**config.mk**
```make
export PLATFORM = sky130hd
export DESIGN_NAME = seven_segment_scan_shifter
export DESIGN_NICKNAME = d
export VERILOG_FILES = /design/src/sss_pkg.sv /design/src/sss_front.sv /design/src/sss_queue.sv /design/src/sss_back.sv /design/src/seven_segment_scan_shifter.sv
export SDC_FILE = /design/constraint.sdc
export NUM_CORES = 1
export LEC_CHECK = 0
export ABC_AREA = 1
export BUFFER_PORTS_ARGS = -buffer_cell sky130_fd_sc_hd__buf_2
export CORE_ASPECT_RATIO = 1.1
export CORE_MARGIN = 8
export CORE_UTILIZATION = 45
export DETAILED_ROUTE_END_ITERATION = 12
export GPL_TIMING_DRIVEN = 1
export HOLD_SLACK_MARGIN = 0.03
export PLACE_DENSITY = 0.74
export REMOVE_ABC_BUFFERS = 1
export SYNTH_ARGS = -nofsm -noshare
export SYNTH_HDL_FRONTEND = slang
export SYNTH_SLANG_ARGS = --single-unit
export TNS_END_PERCENT = 5
```
**constraint.sdc**
```tcl
create_clock -name i_clk -period 2.2 [get_ports i_clk]
set_input_delay 0.22 -clock i_clk [delete_from_list [all_inputs] [get_ports i_clk]]
set_output_delay 0.22 -clock i_clk [all_outputs]
set_load 0.02 [all_outputs]
```
**src/sss_pkg.sv**
```systemverilog
// Shared types, constants and the segment decoder for the seven-segment scan shifter.
// No dependencies; imported by every module of the block.
package sss_pkg;

    localparam int NUM_DIGITS  = 4;
    localparam int DIGIT_W     = (NUM_DIGITS > 1) ? $clog2(NUM_DIGITS) : 1;
    localparam int QUEUE_DEPTH = 2;
    localparam int QPTR_W      = (QUEUE_DEPTH > 1) ? $clog2(QUEUE_DEPTH) : 1;
    localparam int QCNT_W      = $clog2(QUEUE_DEPTH + 1);

    localparam logic [15:0] SCAN_PERIOD_RST = 16'd5;
    localparam logic [7:0]  SEG_BLANK       = 8'hFF;
    localparam logic [7:0]  SEL_FIRST       = 8'h80;
    localparam logic [3:0]  LAST_BIT        = 4'd15;

    localparam logic OP_TICK  = 1'b0;
    localparam logic OP_WRITE = 1'b1;

    typedef struct packed {
        logic [7:0]         seg;
        logic [7:0]         sel;
        logic [DIGIT_W-1:0] digit;
    } t_frame;

    // active-low segments, decimal point in bit 0
    function automatic logic [7:0] seg_of(input logic [4:0] code);
        logic [7:0] s;
        unique case (code)
            5'd0:    s = 8'h03;
            5'd1:    s = 8'h9F;
            5'd2:    s = 8'h25;
            5'd3:    s = 8'h0D;
            5'd4:    s = 8'h99;
            5'd5:    s = 8'h49;
            5'd6:    s = 8'h41;
            5'd7:    s = 8'h1F;
            5'd8:    s = 8'h01;
            5'd9:    s = 8'h09;
            5'd10:   s = 8'hFF;
            5'd11:   s = 8'h02;
            5'd12:   s = 8'h9E;
            5'd13:   s = 8'h24;
            5'd14:   s = 8'h0C;
            5'd15:   s = 8'h98;
            5'd16:   s = 8'h48;
            5'd17:   s = 8'h40;
            5'd18:   s = 8'h1E;
            5'd19:   s = 8'h00;
            5'd20:   s = 8'h08;
            5'd21:   s = 8'hFE;
            default: s = SEG_BLANK;
        endcase
        return s;
    endfunction

    function automatic logic [1:0] shown_of(input logic [DIGIT_W-1:0] d);
        logic [DIGIT_W+1:0] t;
        t = {2'b00, d};
        return t[1:0];
    endfunction

endpackage

```
**src/sss_front.sv**
```systemverilog
// Front end: accepts requests, holds digit codes, scan period and prescaler,
// and queues one frame record per scan step. Depends on sss_pkg.
module sss_front import sss_pkg::*; (
    input  logic        i_clk,
    input  logic        i_rst_n,
    input  logic        i_cfg_we,
    input  logic [15:0] i_cfg_data,
    input  logic        i_valid,
    output logic        o_ready,
    input  logic        i_opcode,
    input  logic [1:0]  i_digit_position,
    input  logic [4:0]  i_digit_code,
    input  logic        i_q_full,
    output logic        o_push,
    output t_frame      o_frame
);

    logic [15:0]        r_period;
    logic [15:0]        r_count;
    logic [DIGIT_W-1:0] r_digit;
    logic [4:0]         r_codes [NUM_DIGITS];

    logic accept;
    logic tick;
    logic fire;

    assign o_ready = !i_q_full;
    assign accept  = i_valid && o_ready;
    assign tick    = accept && (i_opcode == OP_TICK);
    assign fire    = tick && (r_count >= r_period);
    assign o_push  = fire;

    assign o_frame.seg   = seg_of(r_codes[r_digit]);
    assign o_frame.sel   = SEL_FIRST >> r_digit;
    assign o_frame.digit = r_digit;

    always_ff @(posedge i_clk) begin
        if (!i_rst_n) begin
            r_period <= SCAN_PERIOD_RST;
            r_count  <= '0;
            r_digit  <= '0;
            for (int i = 0; i < NUM_DIGITS; i++) begin
                r_codes[i] <= '0;
            end
        end else begin
            if (i_cfg_we) begin
                r_period <= i_cfg_data;
            end
            if (accept && (i_opcode == OP_WRITE)
                    && (32'(i_digit_position) < NUM_DIGITS)) begin
                r_codes[DIGIT_W'(i_digit_position)] <= i_digit_code;
            end
            if (fire) begin
                r_count <= '0;
                if (32'(r_digit) == NUM_DIGITS - 1) begin
                    r_digit <= '0;
                end else begin
                    r_digit <= r_digit + 1'b1;
                end
            end else if (tick) begin
                r_count <= r_count + 16'd1;
            end
        end
    end

endmodule

```
**src/sss_queue.sv**
```systemverilog
// Short frame queue between front end and shifter.
// Depends on sss_pkg (t_frame, QUEUE_DEPTH).
module sss_queue import sss_pkg::*; (
    input  logic   i_clk,
    input  logic   i_rst_n,
    input  logic   i_push,
    input  t_frame i_frame,
    input  logic   i_pop,
    output logic   o_full,
    output logic   o_empty,
    output t_frame o_frame
);

    t_frame            r_mem [QUEUE_DEPTH];
    logic [QPTR_W-1:0] r_wr;
    logic [QPTR_W-1:0] r_rd;
    logic [QCNT_W-1:0] r_cnt;

    logic do_push;
    logic do_pop;

    assign o_full  = (32'(r_cnt) == QUEUE_DEPTH);
    assign o_empty = (r_cnt == '0);
    assign o_frame = r_mem[r_rd];
    assign do_push = i_push && !o_full;
    assign do_pop  = i_pop && !o_empty;

    always_ff @(posedge i_clk) begin
        if (do_push) begin
            r_mem[r_wr] <= i_frame;
        end
    end

    always_ff @(posedge i_clk) begin
        if (!i_rst_n) begin
            r_wr  <= '0;
            r_rd  <= '0;
            r_cnt <= '0;
        end else begin
            if (do_push) begin
                r_wr <= (32'(r_wr) == QUEUE_DEPTH - 1) ? '0 : r_wr + 1'b1;
            end
            if (do_pop) begin
                r_rd <= (32'(r_rd) == QUEUE_DEPTH - 1) ? '0 : r_rd + 1'b1;
            end
            if (do_push && !do_pop) begin
                r_cnt <= r_cnt + 1'b1;
            end else if (do_pop && !do_push) begin
                r_cnt <= r_cnt - 1'b1;
            end
        end
    end

endmodule

```
**src/sss_back.sv**
```systemverilog
// Shifter: takes one frame record and emits its 16 serial bits, one per request.
// Depends on sss_pkg.
module sss_back import sss_pkg::*; (
    input  logic       i_clk,
    input  logic       i_rst_n,
    input  logic       i_q_empty,
    input  t_frame     i_frame,
    output logic       o_pop,
    output logic       o_valid,
    input  logic       i_ready,
    output logic       o_serial_bit,
    output logic [3:0] o_bit_number,
    output logic [1:0] o_digit_shown,
    output logic       o_latch
);

    logic       r_busy;
    logic [3:0] r_bit;
    t_frame     r_frame;

    logic done;

    assign done  = r_busy && i_ready && (r_bit == LAST_BIT);
    assign o_pop = !i_q_empty && (!r_busy || done);

    assign o_valid       = r_busy;
    assign o_bit_number  = r_bit;
    assign o_digit_shown = shown_of(r_frame.digit);
    assign o_latch       = (r_bit == LAST_BIT);
    assign o_serial_bit  = r_bit[3] ? r_frame.sel[r_bit[2:0]] : r_frame.seg[r_bit[2:0]];

    always_ff @(posedge i_clk) begin
        if (o_pop) begin
            r_frame <= i_frame;
        end
    end

    always_ff @(posedge i_clk) begin
        if (!i_rst_n) begin
            r_busy <= 1'b0;
            r_bit  <= '0;
        end else begin
            if (o_pop) begin
                r_busy <= 1'b1;
                r_bit  <= '0;
            end else if (done) begin
                r_busy <= 1'b0;
            end else if (r_busy && i_ready) begin
                r_bit <= r_bit + 4'd1;
            end
        end
    end

endmodule

```
**src/seven_segment_scan_shifter.sv**
```systemverilog
// Seven-segment scan shifter, top level. Uses sss_front, sss_queue, sss_back, sss_pkg.
// Throughput: one request per cycle while the two-entry frame queue has room;
// each frame is 16 output bits, one per cycle when the sink is ready.
// A frame's first bit is valid once its frame is queued and then popped by the shifter.
// Reset (synchronous, active low): scan period 5, prescaler, digit index, codes
// and queue cleared; no output is valid.
module seven_segment_scan_shifter import sss_pkg::*; (
    input  logic        i_clk,
    input  logic        i_rst_n,
    input  logic        i_cfg_we,
    input  logic [15:0] i_cfg_data,
    input  logic        i_valid,
    output logic        o_ready,
    input  logic        i_opcode,
    input  logic [1:0]  i_digit_position,
    input  logic [4:0]  i_digit_code,
    output logic        o_valid,
    input  logic        i_ready,
    output logic        o_serial_bit,
    output logic [3:0]  o_bit_number,
    output logic [1:0]  o_digit_shown,
    output logic        o_latch
);

    logic   q_full;
    logic   q_empty;
    logic   push;
    logic   pop;
    t_frame push_frame;
    t_frame head_frame;

    sss_front u_front (
        .i_clk            (i_clk),
        .i_rst_n          (i_rst_n),
        .i_cfg_we         (i_cfg_we),
        .i_cfg_data       (i_cfg_data),
        .i_valid          (i_valid),
        .o_ready          (o_ready),
        .i_opcode         (i_opcode),
        .i_digit_position (i_digit_position),
        .i_digit_code     (i_digit_code),
        .i_q_full         (q_full),
        .o_push           (push),
        .o_frame          (push_frame)
    );

    sss_queue u_queue (
        .i_clk   (i_clk),
        .i_rst_n (i_rst_n),
        .i_push  (push),
        .i_frame (push_frame),
        .i_pop   (pop),
        .o_full  (q_full),
        .o_empty (q_empty),
        .o_frame (head_frame)
    );

    sss_back u_back (
        .i_clk         (i_clk),
        .i_rst_n       (i_rst_n),
        .i_q_empty     (q_empty),
        .i_frame       (head_frame),
        .o_pop         (pop),
        .o_valid       (o_valid),
        .i_ready       (i_ready),
        .o_serial_bit  (o_serial_bit),
        .o_bit_number  (o_bit_number),
        .o_digit_shown (o_digit_shown),
        .o_latch       (o_latch)
    );

`ifndef NO_ASSERTIONS
    a_no_push_full: assert property (@(posedge i_clk) disable iff (!i_rst_n)
        !(push && q_full))
        else $error("frame pushed into full queue");

    a_bit_advance: assert property (@(posedge i_clk) disable iff (!i_rst_n)
        (o_valid && i_ready && !o_latch) |=>
            (o_valid && (o_bit_number == $past(o_bit_number) + 4'd1)))
        else $error("frame bit sequence broken");

    a_digit_hold: assert property (@(posedge i_clk) disable iff (!i_rst_n)
        (o_valid && i_ready && !o_latch) |=> $stable(o_digit_shown))
        else $error("digit changed inside a frame");

    a_frame_start: assert property (@(posedge i_clk) disable iff (!i_rst_n)
        (pop) |=> (o_valid && (o_bit_number == 4'd0)))
        else $error("frame did not start at bit 0");
`endif

endmodule
```
Yosys cells after proc, flatten, opt, wreduce, memory -nomap -nowiden --
Memories as Yosys holds them, arrays and structs flattened. A register that Yosys moved wholly into a read port is not among the register bits. Cells that the tools add are included.
Storage, ports and cells: bits in read-only memories 256, memory bits (writable) 56, input bits 29, output and inout bits 10, word-level logic and storage cells 74, memories kept 3, register bits after elaboration 43
Memory list:
- (name not given) | words 32, width 8, read ports 1, clocked after Yosys merged registers in 0, write ports 0, line sss_pkg.sv:28 | unique case (code)
- u_queue.r_mem | words 2, width 18, read ports 1, clocked after Yosys merged registers in 1, write ports 1, line sss_queue.sv:14 | t_frame r_mem [QUEUE_DEPTH];
- u_front.r_codes | words 4, width 5, read ports 1, clocked after Yosys merged registers in 1, write ports 4, line sss_front.sv:21 | logic [4:0] r_codes [NUM_DIGITS];
Operators by class: $add $sub $neg 7, muxes and demuxes 23, equal/unequal tests 3, reduce and logical (&&, ||, !) cells 24, bitwise operators 3, shift operators 1, magnitude comparators 2
Operators with widths (number):
- 16-bit by 1-bit adder with 16-bit output, second input constant | 1
- 16-bit >= comparator | 1
- 1-bit two-way mux | 14
- 2-bit two-way mux | 6
- 1-bit logical AND | 11
- 8-bit by 2-bit >> shifter with 8-bit output, first input constant | 1
- 1-bit binary-select mux with 3-bit select | 2
- 1-bit logical NOT | 5
- 5-bit two-way mux | 1
- 5-bit OR reduction | 1
- 2-bit by 1-bit adder with 2-bit output, second input constant | 2
- 4-bit by 1-bit adder with 4-bit output, second input constant | 1
- 2-bit == test, second input constant | 2
- 4-bit == test, second input constant | 1
- 3-bit by 4-bit less-than comparator with 1-bit output, second input constant | 1
- 2-bit nonzero test | 2
- 2-bit OR reduction | 2
- 1-bit NOT | 3
- 1-bit adder, second input constant | 2
- 2-bit logical NOT | 1
- 2-bit AND reduction | 1
- 2-bit by 1-bit subtractor with 2-bit output, second input constant | 1
- 1-bit logical OR | 1

Longest topological paths before layout --
word-level depth 10, depth in mapped cells 18, gate-level depth less buffers 18

Hierarchy --
From an unflattened synthesis, not the netlist that was laid out.
Unflattened totals: cells, all modules 618, area total of the unflattened synthesis 5928.2 um^2
By module, submodules not included:
- sss_front | cells an instance 421, instances 1, area an instance 3316.9 um^2, seq. area each 1321.3 um^2
- sss_queue | cells an instance 94, instances 1, area an instance 1597.8 um^2, seq. area each 1181.1 um^2
- sss_back | cells an instance 103, instances 1, area an instance 1013.5 um^2, seq. area each 640.6 um^2

Worst setup path before layout --
OpenSTA, ideal clock, no wires.
kind register -> register, start point register u_front.r_count[3], end point memory u_queue.r_mem[0][0] in the netlist's numbering (enable), stages on the path, launching flop included 12, library setup time 384 ps, buffers on the path 0, setup slack -56 ps, arrival 1871 ps, cell sequence dfxtp_1 ha_1 nand2_1 nor2_1 nor2_1 nand2_1 nand2_1 nand2_1 nand2_1 nand2_1 nand2_2 nor2_1
Between the ends: cells in the longest elaborated chain, start to end 5
Ends and longest elaborated chain:
- start, declared | line sss_front.sv:19 | logic [15:0] r_count;
- start signal, assigned | line sss_front.sv:61 | r_count <= r_count + 16'd1;
- 16-bit >= comparator | line sss_front.sv:30 | assign fire = tick && (r_count >= r_period);
- 1-bit logical AND | line sss_front.sv:30
- 1-bit logical AND | line sss_queue.sv:25 | assign do_push = i_push && !o_full;
- 1-bit two-way mux | line sss_queue.sv:29 | if (do_push) begin
- 1-bit two-way mux (implied by the code) | line sss_queue.sv:30 | r_mem[r_wr] <= i_frame;
- end, declared | line sss_queue.sv:14
Every way passes these cells.

Worst setup path in the final report --
start point register u_front.r_count[11], end point register u_queue.r_cnt[1]
Between the ends: cells in the longest elaborated chain, start to end 6, elaborated cells on any way between the ends 8, those cells by class order compare (1); mux (1); reduce/logical (6)
Ends and longest elaborated chain:
- 16-bit >= comparator (*) | line sss_front.sv:30
- 1-bit logical AND (*) | line sss_front.sv:30
- 1-bit logical AND (*) | line sss_queue.sv:25
- named net u_queue.do_push | line sss_queue.sv:19 | logic do_push;
- 1-bit logical NOT | line sss_queue.sv:48 | end else if (do_pop && !do_push) begin
- 1-bit logical AND | line sss_queue.sv:48
- 2-bit nonzero test (no line)
- end signal, assigned | line sss_queue.sv:47 | r_cnt <= r_cnt + 1'b1;
- end signal, assigned | line sss_queue.sv:49 | r_cnt <= r_cnt - 1'b1;
- end, declared | line sss_queue.sv:17 | logic [QCNT_W-1:0] r_cnt;
The timed path passes the listed nets; every way through them passes the cells marked *. A chain may end at the register's enable or synchronous reset.

==> results.sh <==
export IMPL_syn_cell_area_um2=5240
export IMPL_cts_sinks=107
export IMPL_grt_max_degree=30
export IMPL_fill_cells=1024
export IMPL_wirelength_um=9880
export IMPL_final_nets=693
export IMPL_viasPerCell=4.95
export IMPL_worstSetupPathType="reg -> reg"
export IMPL_drc=0
export IMPL_max_freq_ghz=0.476
export IMPL_finalSetupTns_ns=0
export IMPL_diodes=0
export IMPL_synth_top_area_share_pct=35.5
export IMPL_drt_initial_drc_count=268
export IMPL_syn_inst=584
export IMPL_ios=39
export IMPL_power_density_nw_per_um2=801
export IMPL_final_common_cell="nand2_1"
export IMPL_area_growth_pct=13.8
export IMPL_cap_violations=0
export IMPL_hpwl_um=7240
export IMPL_clk_pin_slew_worst_paths_ns=0.07
export IMPL_setup_viol=0
export IMPL_total_power_mw=4.78
export IMPL_reg2reg_from="u_front.r_count[11]"
export IMPL_peakVddDrop_mv=0.517
export IMPL_globalplace_congestion=0.888
export IMPL_die_y_um=129
export IMPL_drtPass1Iterations=4
export IMPL_clock_path_buffers=2
export IMPL_postLayoutCellArea_um2=5960
export IMPL_cts_tree="done"
export IMPL_synth_area_leader_cell="edfxtp_1"
export IMPL_outcome="finished, final reports clean"
export IMPL_grt_usage_pct=13.3
export IMPL_drive_gt1_share_pct=15.6
export IMPL_place_ws_ns=0.0589
export IMPL_start_util_pct=45.8
export IMPL_end_kind="flip-flop"
export IMPL_cts_root_buf="clkbuf_16"
export IMPL_synthFlopType="edfxtp_1"
export IMPL_die_width_um=119
export IMPL_grt_pass1_vias=3813
export IMPL_placed_area_um2=5670
export IMPL_yosys_register_bits=107
export IMPL_finalWorstSetupSlack_ns=0.0972
export IMPL_hold_path_startpoint="i_cfg_data[2]"
export IMPL_seq_area_um2=2760
export IMPL_die_area_um2=15400
export IMPL_multi_input_area_um2=2150
export IMPL_crit_fanout=4
export IMPL_placement_rows=41
export IMPL_slew_viol_final=0
export IMPL_clkLatencyLatePin_ns=0.35
export IMPL_grt_overflow_total=0
export IMPL_worstMarginPinSlew_ns=0.807
export IMPL_fin_worst_skew_ns=0.0101
export IMPL_yosysWarnings=0
export IMPL_core_area_um2=11400
export IMPL_ys_seq_area_share_pct=52.7
export IMPL_cellLeakagePower_nw=2.56
export IMPL_finalHoldViolations=0
export IMPL_period_needed_ns=2.10
export IMPL_post_cts_buffers=0
export IMPL_max_slew_margin_pct=46.1
export IMPL_fin_crit_sh_pct=95.6
export IMPL_final_cell_mix="133 x nand2_1, 67 x nor2_1, 63 x inv_1"
export IMPL_syn_avg_cell_area_um2=8.97
export IMPL_hold_buffers=0
export IMPL_arrival_ns=2.34
export IMPL_numPortBuffers=38
export IMPL_grt_pass1_wl_um=16900
export IMPL_hold_class="in -> reg"
export IMPL_antenna_left=0
export IMPL_async_flop_share_pct=0
export IMPL_cts_buffers_inserted=9
export IMPL_cp_required_ns=2.44
export IMPL_ys_types=37
export IMPL_crit_path_start="u_front.r_count[11]"
export IMPL_htree_num_levels=3
export IMPL_cp_start_kind="flip-flop"
export IMPL_synthTopCellsByArea="edfxtp_1 36%, dfxtp_1 17%, nand2_1 9.6%"
export IMPL_drt_wirelength_per_cell_um=12.5
export IMPL_synth_edf_count=62
export IMPL_antenna_found_initial=0
export IMPL_via_count=3906
[registers in the layout, summed over array words and instances (netlist names), named ones only]
signal and count:
u_back.o_digit_shown 2, u_back.o_bit_number 4, u_front.r_digit 2, u_front.r_count 16
u_back.o_valid 1, u_back.r_frame 12, u_queue.r_mem 28, u_queue.r_wr 1
u_front.r_codes 20, u_front.r_period 16, u_queue.r_cnt 2, u_queue.r_rd 1
[kinds of logic after synthesis]
group,count (synthesis),synth area share [%]
compound gates,91,9.81
simple gates,256,21.0
mux,3,0.573
buf+inv,85,6.71
flops,107,52.7
fa+ha+maj,30,7.16
xor+xnor,12,2.01
[per-layer routing]
layer / share of wire, % / global-route usage (%) / up-vias
met3: 3.0 / 2.52 / 14
met4: 1.8 / 6.85 / 0
met5: 0 / 0 / -
li1: - / - / 2024
met2: 47 / 22.3 / 61
met1: 48 / 16.1 / 1807
[cell usage after synthesis (2+ instances only)]
master	count
a21oi_1	36
buf_2	2
buf_4	2
buf_6	3
clkbuf_1	9
dfxtp_1	45
edfxtp_1	62
ha_1	30
inv_1	64
inv_2	5
mux2i_1	3
nand2_1	134
nand2_2	5
nand2_4	2
nand3_1	27
nand4_1	3
nor2_1	67
nor2_2	2
nor2_4	3
nor3_1	8
o211ai_1	5
o21ai_0	36
o21ai_1	5
o22ai_1	2
or2_1	2
xnor2_1	3
xor2_1	9
[area by class of cell]
cell class / instances / share of cell area [%]
Clock inverter: 7 / 0.839
Inverter: 69 / 4.34
Timing Repair Buffer: 55 / 5.54
Sequential cell: 107 / 46.3
Multi-Input combinational cell: 392 / 36.0
Tap cell: 150 / 3.15
Clock buffer: 9 / 3.78
[critical path, stage by stage (launching register included)]
cell	delay [ns]
dfxtp_1	0.40
ha_1	0.29
a21oi_1	0.14
o21ai_0	0.12
a21oi_1	0.19
nand2_2	0.09
nand2_2	0.07
inv_2	0.05
ha_4	0.22
a21oi_2	0.13
o21ai_2	0.08
o21ai_1	0.17
a21oi_1	0.05
[per-stage QoR]
step,utilization [%],std cells,hold slack (ns)
after floorplan,-,568,0.304
after global placement,49.5,773,0.445
after detailed placement,49.5,773,0.452
after CTS,51.9,789,0.0874
after global routing,52.1,789,0.0982
final,52.1,789,0.0863
[final timing paths]
check / end / slack, ns / cells past startpoint
worst max register to register: u_queue.r_cnt[1] / 0.1 / 12
worst max-delay path: u_queue.r_cnt[1] / 0.1 / 12
worst min-delay path: u_front.r_period[2] / 0.09 / 3
worst min register to register: u_front.r_period[15] / 0.46 / 2
[report_power, final]
part / leakage (nW) / total, mW / internal (mW) / switching [mW]
clock: 0.140 / 1.51 / 0.776 / 0.732
combinational: 1.46 / 0.848 / 0.268 / 0.580
sequential: 0.956 / 2.42 / 2.36 / 0.0680
[what timing repair did]
action / in CTS / in global routing
gates cloned: 0 / 0
pin swaps: 1 / 2
setup endpoints to repair: 1 / 16
gates resized for setup: 0 / 8
Power figures use the tool's default switching activity.
